==> src/sv/cel_pkg.sv <==
`timescale 1ns / 1ps

package cel_pkg;

  localparam int unsigned ProbW        = 16;
  localparam int unsigned ProbFracBits = 15;
  localparam int unsigned GradW        = 32;
  localparam int unsigned ValW         = 48;
  localparam int unsigned FracW        = 16;
  localparam int unsigned SqSteps      = 16;
  localparam int unsigned DivBitsPerCycle = 3;
  localparam int unsigned DivSteps     = ValW / DivBitsPerCycle;
  localparam int unsigned CntW         = 4;
  localparam logic [31:0] Ln2Q32       = 32'd2977044472;
  localparam logic [ProbW-1:0] FloorReset = 16'd1;

  localparam logic CmdForward  = 1'b0;
  localparam logic CmdBackward = 1'b1;
  localparam logic KindLoss    = 1'b0;
  localparam logic KindGrad    = 1'b1;

  typedef struct packed {
    logic                    command;
    logic [ProbW-1:0]        prediction;
    logic [ProbW-1:0]        target;
    logic signed [GradW-1:0] upstream_grad;
    logic                    last;
  } in_t;

  typedef struct packed {
    logic                   kind;
    logic signed [ValW-1:0] value;
    logic                   saturated;
  } out_t;

  typedef struct packed {
    logic load;
    logic norm;
    logic sq;
    logic ln;
    logic nl;
    logic term;
    logic acc;
    logic gmul;
    logic dinit;
    logic dstep;
    logic gout;
  } cel_cmd_t;

  typedef struct packed {
    logic command;
    logic last;
    logic out_free;
  } cel_stat_t;

endpackage

==> src/sv/cel_ctrl.sv <==
`timescale 1ns / 1ps

module cel_ctrl (
  input  logic              clk_i,
  input  logic              rst_ni,
  input  logic              in_valid_i,
  output logic              in_ready_o,
  input  cel_pkg::cel_stat_t stat_i,
  output cel_pkg::cel_cmd_t  cmd_o
);

  localparam logic [3:0] S_IDLE  = 4'd0;
  localparam logic [3:0] S_NORM  = 4'd1;
  localparam logic [3:0] S_SQ    = 4'd2;
  localparam logic [3:0] S_LN    = 4'd3;
  localparam logic [3:0] S_NL    = 4'd4;
  localparam logic [3:0] S_TERM  = 4'd5;
  localparam logic [3:0] S_ACC   = 4'd6;
  localparam logic [3:0] S_GMUL  = 4'd7;
  localparam logic [3:0] S_DINIT = 4'd8;
  localparam logic [3:0] S_DIV   = 4'd9;
  localparam logic [3:0] S_GOUT  = 4'd10;

  logic [3:0] state_q, state_d;
  logic [cel_pkg::CntW-1:0] cnt_q, cnt_d;

  always_comb begin
    state_d    = state_q;
    cnt_d      = cnt_q;
    cmd_o      = '0;
    in_ready_o = 1'b0;
    case (state_q)
      S_IDLE: begin
        in_ready_o = 1'b1;
        if (in_valid_i) begin
          cmd_o.load = 1'b1;
          state_d    = S_NORM;
        end
      end
      S_NORM: begin
        if (stat_i.command == cel_pkg::CmdBackward) begin
          state_d = S_GMUL;
        end else begin
          cmd_o.norm = 1'b1;
          cnt_d      = '0;
          state_d    = S_SQ;
        end
      end
      S_SQ: begin
        cmd_o.sq = 1'b1;
        cnt_d    = cnt_q + 1'b1;
        if (cnt_q == cel_pkg::CntW'(cel_pkg::SqSteps - 1)) begin
          state_d = S_LN;
        end
      end
      S_LN: begin
        cmd_o.ln = 1'b1;
        state_d  = S_NL;
      end
      S_NL: begin
        cmd_o.nl = 1'b1;
        state_d  = S_TERM;
      end
      S_TERM: begin
        cmd_o.term = 1'b1;
        state_d    = S_ACC;
      end
      S_ACC: begin
        if (!stat_i.last || stat_i.out_free) begin
          cmd_o.acc = 1'b1;
          state_d   = S_IDLE;
        end
      end
      S_GMUL: begin
        cmd_o.gmul = 1'b1;
        state_d    = S_DINIT;
      end
      S_DINIT: begin
        cmd_o.dinit = 1'b1;
        cnt_d       = '0;
        state_d     = S_DIV;
      end
      S_DIV: begin
        cmd_o.dstep = 1'b1;
        cnt_d       = cnt_q + 1'b1;
        if (cnt_q == cel_pkg::CntW'(cel_pkg::DivSteps - 1)) begin
          state_d = S_GOUT;
        end
      end
      S_GOUT: begin
        if (stat_i.out_free) begin
          cmd_o.gout = 1'b1;
          state_d    = S_IDLE;
        end
      end
      default: begin
        state_d = S_IDLE;
      end
    endcase
  end

  always_ff @(posedge clk_i or negedge rst_ni) begin
    if (!rst_ni) begin
      state_q <= S_IDLE;
      cnt_q   <= '0;
    end else begin
      state_q <= state_d;
      cnt_q   <= cnt_d;
    end
  end

endmodule

==> src/sv/cel_datapath.sv <==
`timescale 1ns / 1ps

module cel_datapath (
  input  logic                          clk_i,
  input  logic                          rst_ni,
  input  cel_pkg::in_t                  in_data_i,
  input  logic                          cfg_we_i,
  input  logic [cel_pkg::ProbW-1:0]     cfg_data_i,
  output logic                          out_valid_o,
  input  logic                          out_ready_i,
  output cel_pkg::out_t                 out_data_o,
  input  cel_pkg::cel_cmd_t             cmd_i,
  output cel_pkg::cel_stat_t            stat_o
);

  localparam int unsigned PW = cel_pkg::ProbW;
  localparam int unsigned VW = cel_pkg::ValW;
  localparam int unsigned FW = cel_pkg::FracW;

  logic [PW-1:0] floor_q;
  logic signed [VW-1:0] loss_sum_q;
  logic sum_sat_q;
  logic out_valid_q;
  cel_pkg::out_t out_q;

  logic cmd_q, last_q, neg_q, sign_q;
  logic [PW-1:0] tgt_q, p_q;
  logic [31:0] umag_q;
  logic [3:0] e_q;
  logic [31:0] m_q;
  logic [FW-1:0] frac_q;
  logic [63:0] prod_q;
  logic [20:0] nl_q;
  logic [VW-1:0] dvd_q;
  logic [PW-1:0] rem_q;

  logic [PW-1:0] floor_eff, p_in;
  logic [3:0] lead;
  logic [31:0] mul_a, mul_b;
  logic [63:0] mul_p;
  logic [31:0] sq_val;
  logic signed [22:0] n2_s;
  logic [22:0] n2_mag;
  logic [63:0] nl_sum, tm_sum;
  logic [23:0] tmag;
  logic signed [VW:0] term_s, sum_s;
  logic acc_sat;
  logic signed [VW-1:0] sum_c;
  logic [VW-1:0] dvd_n;
  logic [PW-1:0] rem_n;
  logic [PW:0] r17;
  logic out_free;

  assign floor_eff = (floor_q == '0) ? PW'(1) : floor_q;
  assign p_in = (in_data_i.prediction < floor_eff) ? floor_eff : in_data_i.prediction;

  always_comb begin
    lead = '0;
    for (int i = 0; i < PW; i++) begin
      if (p_q[i]) lead = 4'(i);
    end
  end

  always_comb begin
    mul_a = '0;
    mul_b = '0;
    if (cmd_i.sq) begin
      mul_a = m_q;
      mul_b = m_q;
    end else if (cmd_i.ln) begin
      mul_a = 32'(n2_mag);
      mul_b = cel_pkg::Ln2Q32;
    end else if (cmd_i.term) begin
      mul_a = 32'(tgt_q);
      mul_b = 32'(nl_q);
    end else if (cmd_i.gmul) begin
      mul_a = umag_q;
      mul_b = 32'(tgt_q);
    end
  end
  assign mul_p = mul_a * mul_b;
  assign sq_val = mul_p[61:30];

  always_comb begin
    n2_s = ((23'(cel_pkg::ProbFracBits) - 23'(e_q)) <<< 16) - 23'(frac_q);
    n2_mag = n2_s[22] ? 23'(-n2_s) : 23'(n2_s);
  end

  assign nl_sum = prod_q + 64'h0000_0000_8000_0000;
  assign tm_sum = prod_q + 64'(1 << (cel_pkg::ProbFracBits - 1));
  assign tmag = tm_sum[cel_pkg::ProbFracBits +: 24];

  always_comb begin
    term_s = sign_q ? -$signed({25'b0, tmag}) : $signed({25'b0, tmag});
    sum_s = $signed({loss_sum_q[VW-1], loss_sum_q}) + term_s;
    acc_sat = sum_s[VW] != sum_s[VW-1];
    if (acc_sat) begin
      sum_c = sum_s[VW] ? {1'b1, {(VW-1){1'b0}}} : {1'b0, {(VW-1){1'b1}}};
    end else begin
      sum_c = sum_s[VW-1:0];
    end
  end

  always_comb begin
    dvd_n = dvd_q;
    rem_n = rem_q;
    r17 = '0;
    for (int i = 0; i < cel_pkg::DivBitsPerCycle; i++) begin
      r17 = {rem_n, dvd_n[VW-1]};
      dvd_n = {dvd_n[VW-2:0], 1'b0};
      if (r17 >= {1'b0, p_q}) begin
        r17 = r17 - {1'b0, p_q};
        dvd_n[0] = 1'b1;
      end
      rem_n = r17[PW-1:0];
    end
  end

  assign out_free = !out_valid_q || out_ready_i;

  always_ff @(posedge clk_i or negedge rst_ni) begin
    if (!rst_ni) begin
      floor_q     <= cel_pkg::FloorReset;
      loss_sum_q  <= '0;
      sum_sat_q   <= 1'b0;
      out_valid_q <= 1'b0;
    end else begin
      if (cfg_we_i) floor_q <= cfg_data_i;
      if (cmd_i.gout || (cmd_i.acc && last_q)) begin
        out_valid_q <= 1'b1;
      end else if (out_valid_q && out_ready_i) begin
        out_valid_q <= 1'b0;
      end
      if (cmd_i.acc) begin
        if (last_q) begin
          loss_sum_q  <= '0;
          sum_sat_q   <= 1'b0;
        end else begin
          loss_sum_q <= sum_c;
          sum_sat_q  <= sum_sat_q | acc_sat;
        end
      end
    end
  end

  always_ff @(posedge clk_i) begin
    if (cmd_i.load) begin
      cmd_q  <= in_data_i.command;
      last_q <= in_data_i.last;
      tgt_q  <= in_data_i.target;
      neg_q  <= in_data_i.upstream_grad[cel_pkg::GradW-1];
      umag_q <= in_data_i.upstream_grad[cel_pkg::GradW-1] ?
                32'(-in_data_i.upstream_grad) : 32'(in_data_i.upstream_grad);
      p_q    <= p_in;
    end
    if (cmd_i.norm) begin
      e_q    <= lead;
      m_q    <= 32'(p_q) << (5'd30 - {1'b0, lead});
      frac_q <= '0;
    end
    if (cmd_i.sq) begin
      m_q    <= sq_val[31] ? {1'b0, sq_val[31:1]} : sq_val;
      frac_q <= {frac_q[FW-2:0], sq_val[31]};
    end
    if (cmd_i.ln) begin
      prod_q <= mul_p;
      sign_q <= n2_s[22];
    end
    if (cmd_i.nl) nl_q <= nl_sum[52:32];
    if (cmd_i.term || cmd_i.gmul) prod_q <= mul_p;
    if (cmd_i.dinit) begin
      dvd_q <= prod_q[VW-1:0] + VW'(p_q[PW-1:1]);
      rem_q <= '0;
    end
    if (cmd_i.dstep) begin
      dvd_q <= dvd_n;
      rem_q <= rem_n;
    end
    if (cmd_i.acc && last_q) begin
      out_q.kind      <= cel_pkg::KindLoss;
      out_q.value     <= sum_c;
      out_q.saturated <= sum_sat_q | acc_sat;
    end
    if (cmd_i.gout) begin
      out_q.kind      <= cel_pkg::KindGrad;
      out_q.value     <= neg_q ? $signed(dvd_q) : -$signed(dvd_q);
      out_q.saturated <= 1'b0;
    end
  end

  assign out_valid_o     = out_valid_q;
  assign out_data_o      = out_q;
  assign stat_o.command  = cmd_q;
  assign stat_o.last     = last_q;
  assign stat_o.out_free = out_free;

endmodule

==> src/sv/cross_entropy_loss_unit.sv <==
`timescale 1ns / 1ps

// channel   signals                              transaction
// in        in_valid_i, in_ready_o, in_data_i    one prediction/target element
// out       out_valid_o, out_ready_i, out_data_o sample loss or element gradient
// cfg       cfg_we_i, cfg_data_i                 clamp floor write
//
// forward item: 16 squaring steps on the shared 32x32 multiplier plus log
//   scaling and accumulate
// backward item: a 48-bit divide at 3 quotient bits per cycle
// one item in flight; a finished result waits in the output register while
//   the next item is taken, and a second result stalls until it drains
// async active-low reset clears the sum, sticky flag, floor (to 1) and control

module cross_entropy_loss_unit (
  input  logic                      clk_i,
  input  logic                      rst_ni,
  input  logic                      in_valid_i,
  output logic                      in_ready_o,
  input  cel_pkg::in_t              in_data_i,
  output logic                      out_valid_o,
  input  logic                      out_ready_i,
  output cel_pkg::out_t             out_data_o,
  input  logic                      cfg_we_i,
  input  logic [cel_pkg::ProbW-1:0] cfg_data_i
);

  cel_pkg::cel_cmd_t  cmd;
  cel_pkg::cel_stat_t stat;

  cel_ctrl u_ctrl (
    .clk_i      (clk_i),
    .rst_ni     (rst_ni),
    .in_valid_i (in_valid_i),
    .in_ready_o (in_ready_o),
    .stat_i     (stat),
    .cmd_o      (cmd)
  );

  cel_datapath u_dp (
    .clk_i       (clk_i),
    .rst_ni      (rst_ni),
    .in_data_i   (in_data_i),
    .cfg_we_i    (cfg_we_i),
    .cfg_data_i  (cfg_data_i),
    .out_valid_o (out_valid_o),
    .out_ready_i (out_ready_i),
    .out_data_o  (out_data_o),
    .cmd_i       (cmd),
    .stat_o      (stat)
  );

endmodule

==> config.mk <==
export PLATFORM = sky130hd
export DESIGN_NAME = cross_entropy_loss_unit
export DESIGN_NICKNAME = d
export VERILOG_FILES = /design/src/sv/cel_pkg.sv /design/src/sv/cel_ctrl.sv /design/src/sv/cel_datapath.sv /design/src/sv/cross_entropy_loss_unit.sv
export SDC_FILE = /design/constraint.sdc
export NUM_CORES = 2
export LEC_CHECK = 0
export ABC_AREA = 1
export BUFFER_PORTS_ARGS = -buffer_cell sky130_fd_sc_hd__buf_4
export CAP_MARGIN = 20
export CORE_UTILIZATION = 60
export DETAILED_ROUTE_END_ITERATION = 6
export PLACE_DENSITY = 0.8
export SLEW_MARGIN = 20
export SYNTH_ARGS = -nofsm -noshare
export SYNTH_HDL_FRONTEND = slang
export SYNTH_HIERARCHICAL = 1
export SYNTH_SLANG_ARGS = --single-unit
==> constraint.sdc <==
create_clock -name clk_i -period 8.9 [get_ports clk_i]
set_input_delay 0.89 -clock clk_i [delete_from_list [all_inputs] [get_ports clk_i]]
set_output_delay 0.89 -clock clk_i [all_outputs]
set_load 0.02 [all_outputs]
==> Word-level counts from Yosys, hierarchy flattened <==
Index checks and enable logic that the tools add are counted.
W data, S select, Z words.
{ "totals": {"regBits": 382, "latch_bits": 0, "ramBits": 0, "mem_bits_ro": 0, "input_bits": 87, "output_inout_bits": 52, "wordCells": 162, "mem_count": 0} }
{ "classes": {"add_sub_neg": 15, "n_mul": 1, "n_div": 0, "n_lt_le_gt_ge": 4, "eq_ne": 18, "shift": 1, "muxes": 79, "n_bitwise": 1, "reduce_logical": 19} }
{ "op_table": {"columns": ["cell", "count"], "rows": [
  ["$mux W32", 9],
  ["$mux W48", 6],
  ["$mux W16", 10],
  ["$mux W49", 3],
  ["$mux W53", 2],
  ["$mux W4", 20],
  ["$mul A32 B32 Y62", 1],
  ["$mux W31", 2],
  ["$add A53 B32 Y53 const B", 1],
  ["$ge A17 B16 Y1", 3],
  ["$add A48 B49 Y49", 1],
  ["$neg A24 Y49", 1],
  ["$add A48 B15 Y48", 1],
  ["$neg A48 Y48", 1],
  ["$sub A16 B16 Y16", 3],
  ["$pmux W4 S11", 1],
  ["$add A39 B15 Y39 const B", 1],
  ["$neg A32 Y32", 1],
  ["$shl A16 B5 Y32", 1],
  ["$mux W1", 23],
  ["$mux W23", 1],
  ["$neg A23 Y23", 1],
  ["$sub A23 B16 Y23", 1],
  ["$eq A4 B3 Y1 const B", 4],
  ["other kinds (23)", 40]
]} }

==> Longest topological paths before layout <==
{ "depth": {"ltp_word": 19, "depth_mapped": 53, "mapped_depth_nobuf": 51} }

==> Cells and area by module <==
Netlist, hierarchy kept.
{ "modules_own_cells": {"columns": ["module", "n_inst", "cells_each", "area_each_um2", "seq_area_each_um2"], "rows": [
  ["cel_datapath", 1, 7913, 61405.1, 10881.7],
  ["cel_ctrl", 1, 96, 613.1, 200.2]
]} }

==> Worst setup path before layout <==
Ideal clock, no wire load.
{ "synth_timing": {"kind": "register -> register", "from": "register u_dp.frac_q[0]", "to": "register u_dp.m_q[23], data pin", "setup_ns": 0.257, "arrival_ns": 8.846, "required_ns": 8.643, "slack_ns": -0.203, "stages_incl_launch_ff": 47, "n_path_buf": 3, "period_less_slack_ns": 9.103, "path_cell_list": "edfxtp_1 > inv_1 > ha_1 > nand3_1 > nor2_1 > nand3_1 > xor2_1 > nand2_1 > nor2_1 > nand3_1 > nand2_1 > nand2_1 > nand2_1 > nand3_1 > nand3_1 > clkbuf_1 > nand3_1 > fa_1 > [11 not listed] > inv_1 > ha_1 > nand2_1 > nor2_1 > inv_1 > nor2_1 > inv_1 > o21ai_0 > nand2_1 > nand3_1 > a21o_1 > nand2_1 > nand2_1 > buf_2 > clkbuf_1 > nand2_1 > o211ai_1 > nand2_1"} }
{ "synth_between": {"elab_chain_cells": 8} }
{ "synth_lines": {"columns": ["item", "line_no", "text"], "rows": [
  ["start, declared", "cel_datapath.sv:31", "logic [FW-1:0] frac_q;"],
  ["start signal, assigned", "cel_datapath.sv:163", "frac_q <= {frac_q[FW-2:0], sq_val[31]};"],
  ["$sub A23 B16 Y23 (*)", "cel_datapath.sv:85", "n2_s = ((23'(cel_pkg::ProbFracBits) - 23'(e_q)) <<< 16) - 23'(frac_q);"],
  ["$neg A23 Y23", "cel_datapath.sv:86", "n2_mag = n2_s[22] ? 23'(-n2_s) : 23'(n2_s);"],
  ["$mux W23 (*)", "cel_datapath.sv:86", null],
  ["$mux W32 (*)", "cel_datapath.sv:70", "end else if (cmd_i.ln) begin"],
  ["$mux W32 (*)", "cel_datapath.sv:67", "if (cmd_i.sq) begin"],
  ["$mul A32 B32 Y62 (*)", "cel_datapath.sv:81", "assign mul_p = mul_a * mul_b;"],
  ["$mux W31 (*)", "cel_datapath.sv:162", "m_q <= sq_val[31] ? {1'b0, sq_val[31:1]} : sq_val;"],
  ["$mux W32 (*)", "cel_datapath.sv:161", "if (cmd_i.sq) begin"],
  ["end signal, assigned", "cel_datapath.sv:158", "m_q <= 32'(p_q) << (5'd30 - {1'b0, lead});"],
  ["end signal, assigned", "cel_datapath.sv:162", null],
  ["end, declared", "cel_datapath.sv:30", "logic [31:0] m_q;"]
]} }
Every way passes the cells marked *; elsewhere a longest branch is shown, timed or not.
A chain may end at the register's enable or synchronous reset.

==> Final worst setup path <==
{ "layout_timing": {"from": "register u_dp.frac_q[4]", "to": "register u_dp.m_q[15], data pin"} }
The elaborated chain is that of the path after synthesis.

==> metrics <==
Compound-Gate Fraction of Synth Area 0.0723; fin area around 78,000 um^2; Final Worst Setup Slack -0.960 ns; register area 11,100 um^2; Fin Hold WS 0.138 ns; CTS tree done; Vias 63,073; PortBufs 138; most frequent cell after synthesis nand2_1; CP peak stage delay 0.60 ns; routability congestion estimate 1.12; global-route wire length before repair 363,000 um; Tmin final 9.86 ns; Multi-input gate area between 40,000 and 50,000 um^2; CP Max Fanout 5; Worst slew margin 0.247; clock slew at reported path FFs 0.07 ns; Yosys top cell area share 0.291; main combinational cell family by area after synthesis adder cells; wire per inst 24.5 um; Max Slew Vio Count 0; Top-Level Pins 139; XOR/XNOR Fraction of Synth Area 0.0371; syn avg cell area 7.74 um^2; DRT Pass-1 Iters 7; final non-filler cell total 10,391; Syn Nets approximately 9,400; r2r setup slk -0.96 ns; core area 102,000 um^2; critical path arrival ~10 ns; top cells by count, synth nand2_1 (1,678), inv_1 (1,634), fa_1 (900); die area 105,000 um^2; mux cell area share after synthesis 0; critical path type reg -> reg; Worst setup SP type register; asr flop ratio synth 0.194; Die Wd 324 um; WP buf/inv 15; Seq cells post-synth 382; fill count 7,157; worst skew pair latency 0.63 ns; crit end category register; post-synthesis cell area 62,000 um^2; number of synthesized flops with an enable pin 306; routed vias/inst 6.07; Setup Skew about 0.032 ns; pin count of the biggest net entering global routing 67; post-route clock period utilization 1.11; Top delay family on crit path adder cells; Synth area leaders fa_1 (29%), edfxtp_1 (15%), nand2_1 (10%); HP Class in -> async; nets 10,356; fmax 101 MHz; top_reg_cell synth edfxtp_1; Synth cell types 61; num rows about 120; area leader, netlist fa_1; # H-tree levels 2; antenna viol nets, final 0; Synth Area in Simple Gates 0.226; vias in the first global route approximately 61,000; Placed Cells around 10,000; RSZ-0062 raised after global routing true; Final Util 0.762; share of post-route cells with drive strength above 1 0.225; Critical Path Stages 49; Ys Warns 6; Clock Sinks between 300 and 400; failing checks setup timing; WL final 255,000 um; drt drc 0; Setup-failing EPs final between 60 and 70; CP dominant cell by count buf_6; Root Driver clkbuf_16; final hold vios 0; post-synthesis sequential area ratio 0.179; Reg2Reg Depth 49; maximum clock path buffer count 3; DP Area 71,300 um^2; initial core utilization 0.607; hold buffer count at CTS 0; Iter 0 DRT Violations 8,514; Worst-Margin Slew 1.13 ns; Synth Instances 8,009; gr ovfl total 0; number of buffers created by CTS between 40 and 50; Worst Path Required 9.25 ns; hpwl dp ~200,000 um; Adder-Cell Fraction of Synth Area 0.368; Crit-path slowest cell fa_2; Area growth syn-to-layout 25.6%; Die H between 300 and 400 um; outcome finished with violations; gr usage total 0.467; Max-Cap Viols 0; Crit Reg-Reg Endpoint u_dp/m_q[15]$_DFFE_PP_; RR Startpoint u_dp/frac_q[4]$_SDFFCE_PN0P_; initial antenna violation count 7
==> worst max path at each step <==
stage | start | endpoint | slack [ns]
after floorplan | u_dp/frac_q[0]$_SDFFCE_PN0P_ | u_dp/m_q[15]$_DFFE_PP_ | 0.02
final | u_dp/frac_q[4]$_SDFFCE_PN0P_ | u_dp/m_q[15]$_DFFE_PP_ | -0.96
after global routing | u_dp/frac_q[2]$_SDFFCE_PN0P_ | u_dp/m_q[15]$_DFFE_PP_ | -1.24
after CTS | u_dp/frac_q[1]$_SDFFCE_PN0P_ | u_dp/m_q[30]$_DFFE_PP_ | -0.45
after global placement | u_dp/frac_q[0]$_SDFFCE_PN0P_ | u_dp/m_q[6]$_DFFE_PP_ | -1.41
after detailed placement | u_dp/frac_q[0]$_SDFFCE_PN0P_ | u_dp/m_q[6]$_DFFE_PP_ | -1.54
==> flip-flops by register name, summed over array words and instances, names as in the netlist, 21 cells and up <==
name,count
u_dp/prod_q,53
u_dp/out_data_o,50
u_dp/dvd_q,48
u_dp/loss_sum_q,48
u_dp/m_q,32
u_dp/umag_q,32
u_dp/nl_q,21
==> layout by cell type (no fill, tap or decap), types with 48 or more instances in the layout <==
cell type,synthesis,layout
o21ai_0,354,285
fa_2,0,48
fa_1,900,852
nand2_1,1678,1572
nand3_2,21,67
ha_1,382,347
dfrtp_1,73,73
nor2_4,8,63
inv_1,1634,1505
xor2_1,158,130
inv_2,14,129
nand3_1,552,490
nor2_2,11,55
nand4_1,52,52
nor2_1,865,766
buf_6,9,100
a21oi_1,281,223
buf_12,0,70
buf_4,4,1007
xnor2_1,97,88
edfxtp_1,306,306
nand2_2,21,83
nor3_1,68,54
==> kinds of logic (layout without fill, tap and decap cells) <==
kind of cell / Yosys count / after routing
fa+ha+maj: 1282 / 1282
xor+xnor: 259 / 259
flops: 382 / 382
compound gates: 812 / 812
buf+inv: 1923 / 2934
simple gates: 3351 / 3351
other cells: 0 / 3
==> cell type report <==
cell class	instances	area share
well taps	1368	0.0220
inverters	1665	0.0810
diodes	3	0.0000964
multi-input cells	5704	0.603
repair inverters	1	0.000112
repair buffers	1192	0.133
clock inverters	31	0.00460
clock buffers	45	0.0136
flip-flops and latches	382	0.142
==> metrics by stage <==
| step | setup slack (ns) | setup TNS, ns |
|---|---|---|
| floorplan | 0.0165 | 0 |
| global placement | -1.41 | -56.29 |
| detailed placement | -1.54 | -62.84 |
| CTS | -0.448 | -16.57 |
| global route | -1.24 | -66.44 |
| finish | -0.960 | -47.03 |
==> timing repair <==
action,CTS,global route
gates resized for setup,523,519
endpoints found under the setup margin,71,73
pin swaps,195,320
cloned,3,2
buffers inserted,93,75
==> routing by layer <==
layer	wire, um	part of all wire	track usage
met1	90100	0.35	0.608
met2	108000	0.42	0.682
met3	37900	0.15	0.160
met4	19300	0.076	0.263
met5	103	0.00040	0.000463
==> worst reg2reg max path, delay by kind of cell, from the launching register on <==
| family | cells | cell delay, ns |
|---|---|---|
| adder cells (fa/ha/maj) | 9 | 4.42 |
| buffers and inverters | 15 | 1.84 |
| AND/OR/NAND/NOR | 17 | 1.59 |
| AO/OA/AOI/OAI | 7 | 1.05 |
| flip-flops | 1 | 0.44 |
| XOR/XNOR | 1 | 0.27 |
Power is left out: the tool's default activity adds up to more than one toggle a clock period on the data nets, which glitch-free logic cannot reach.
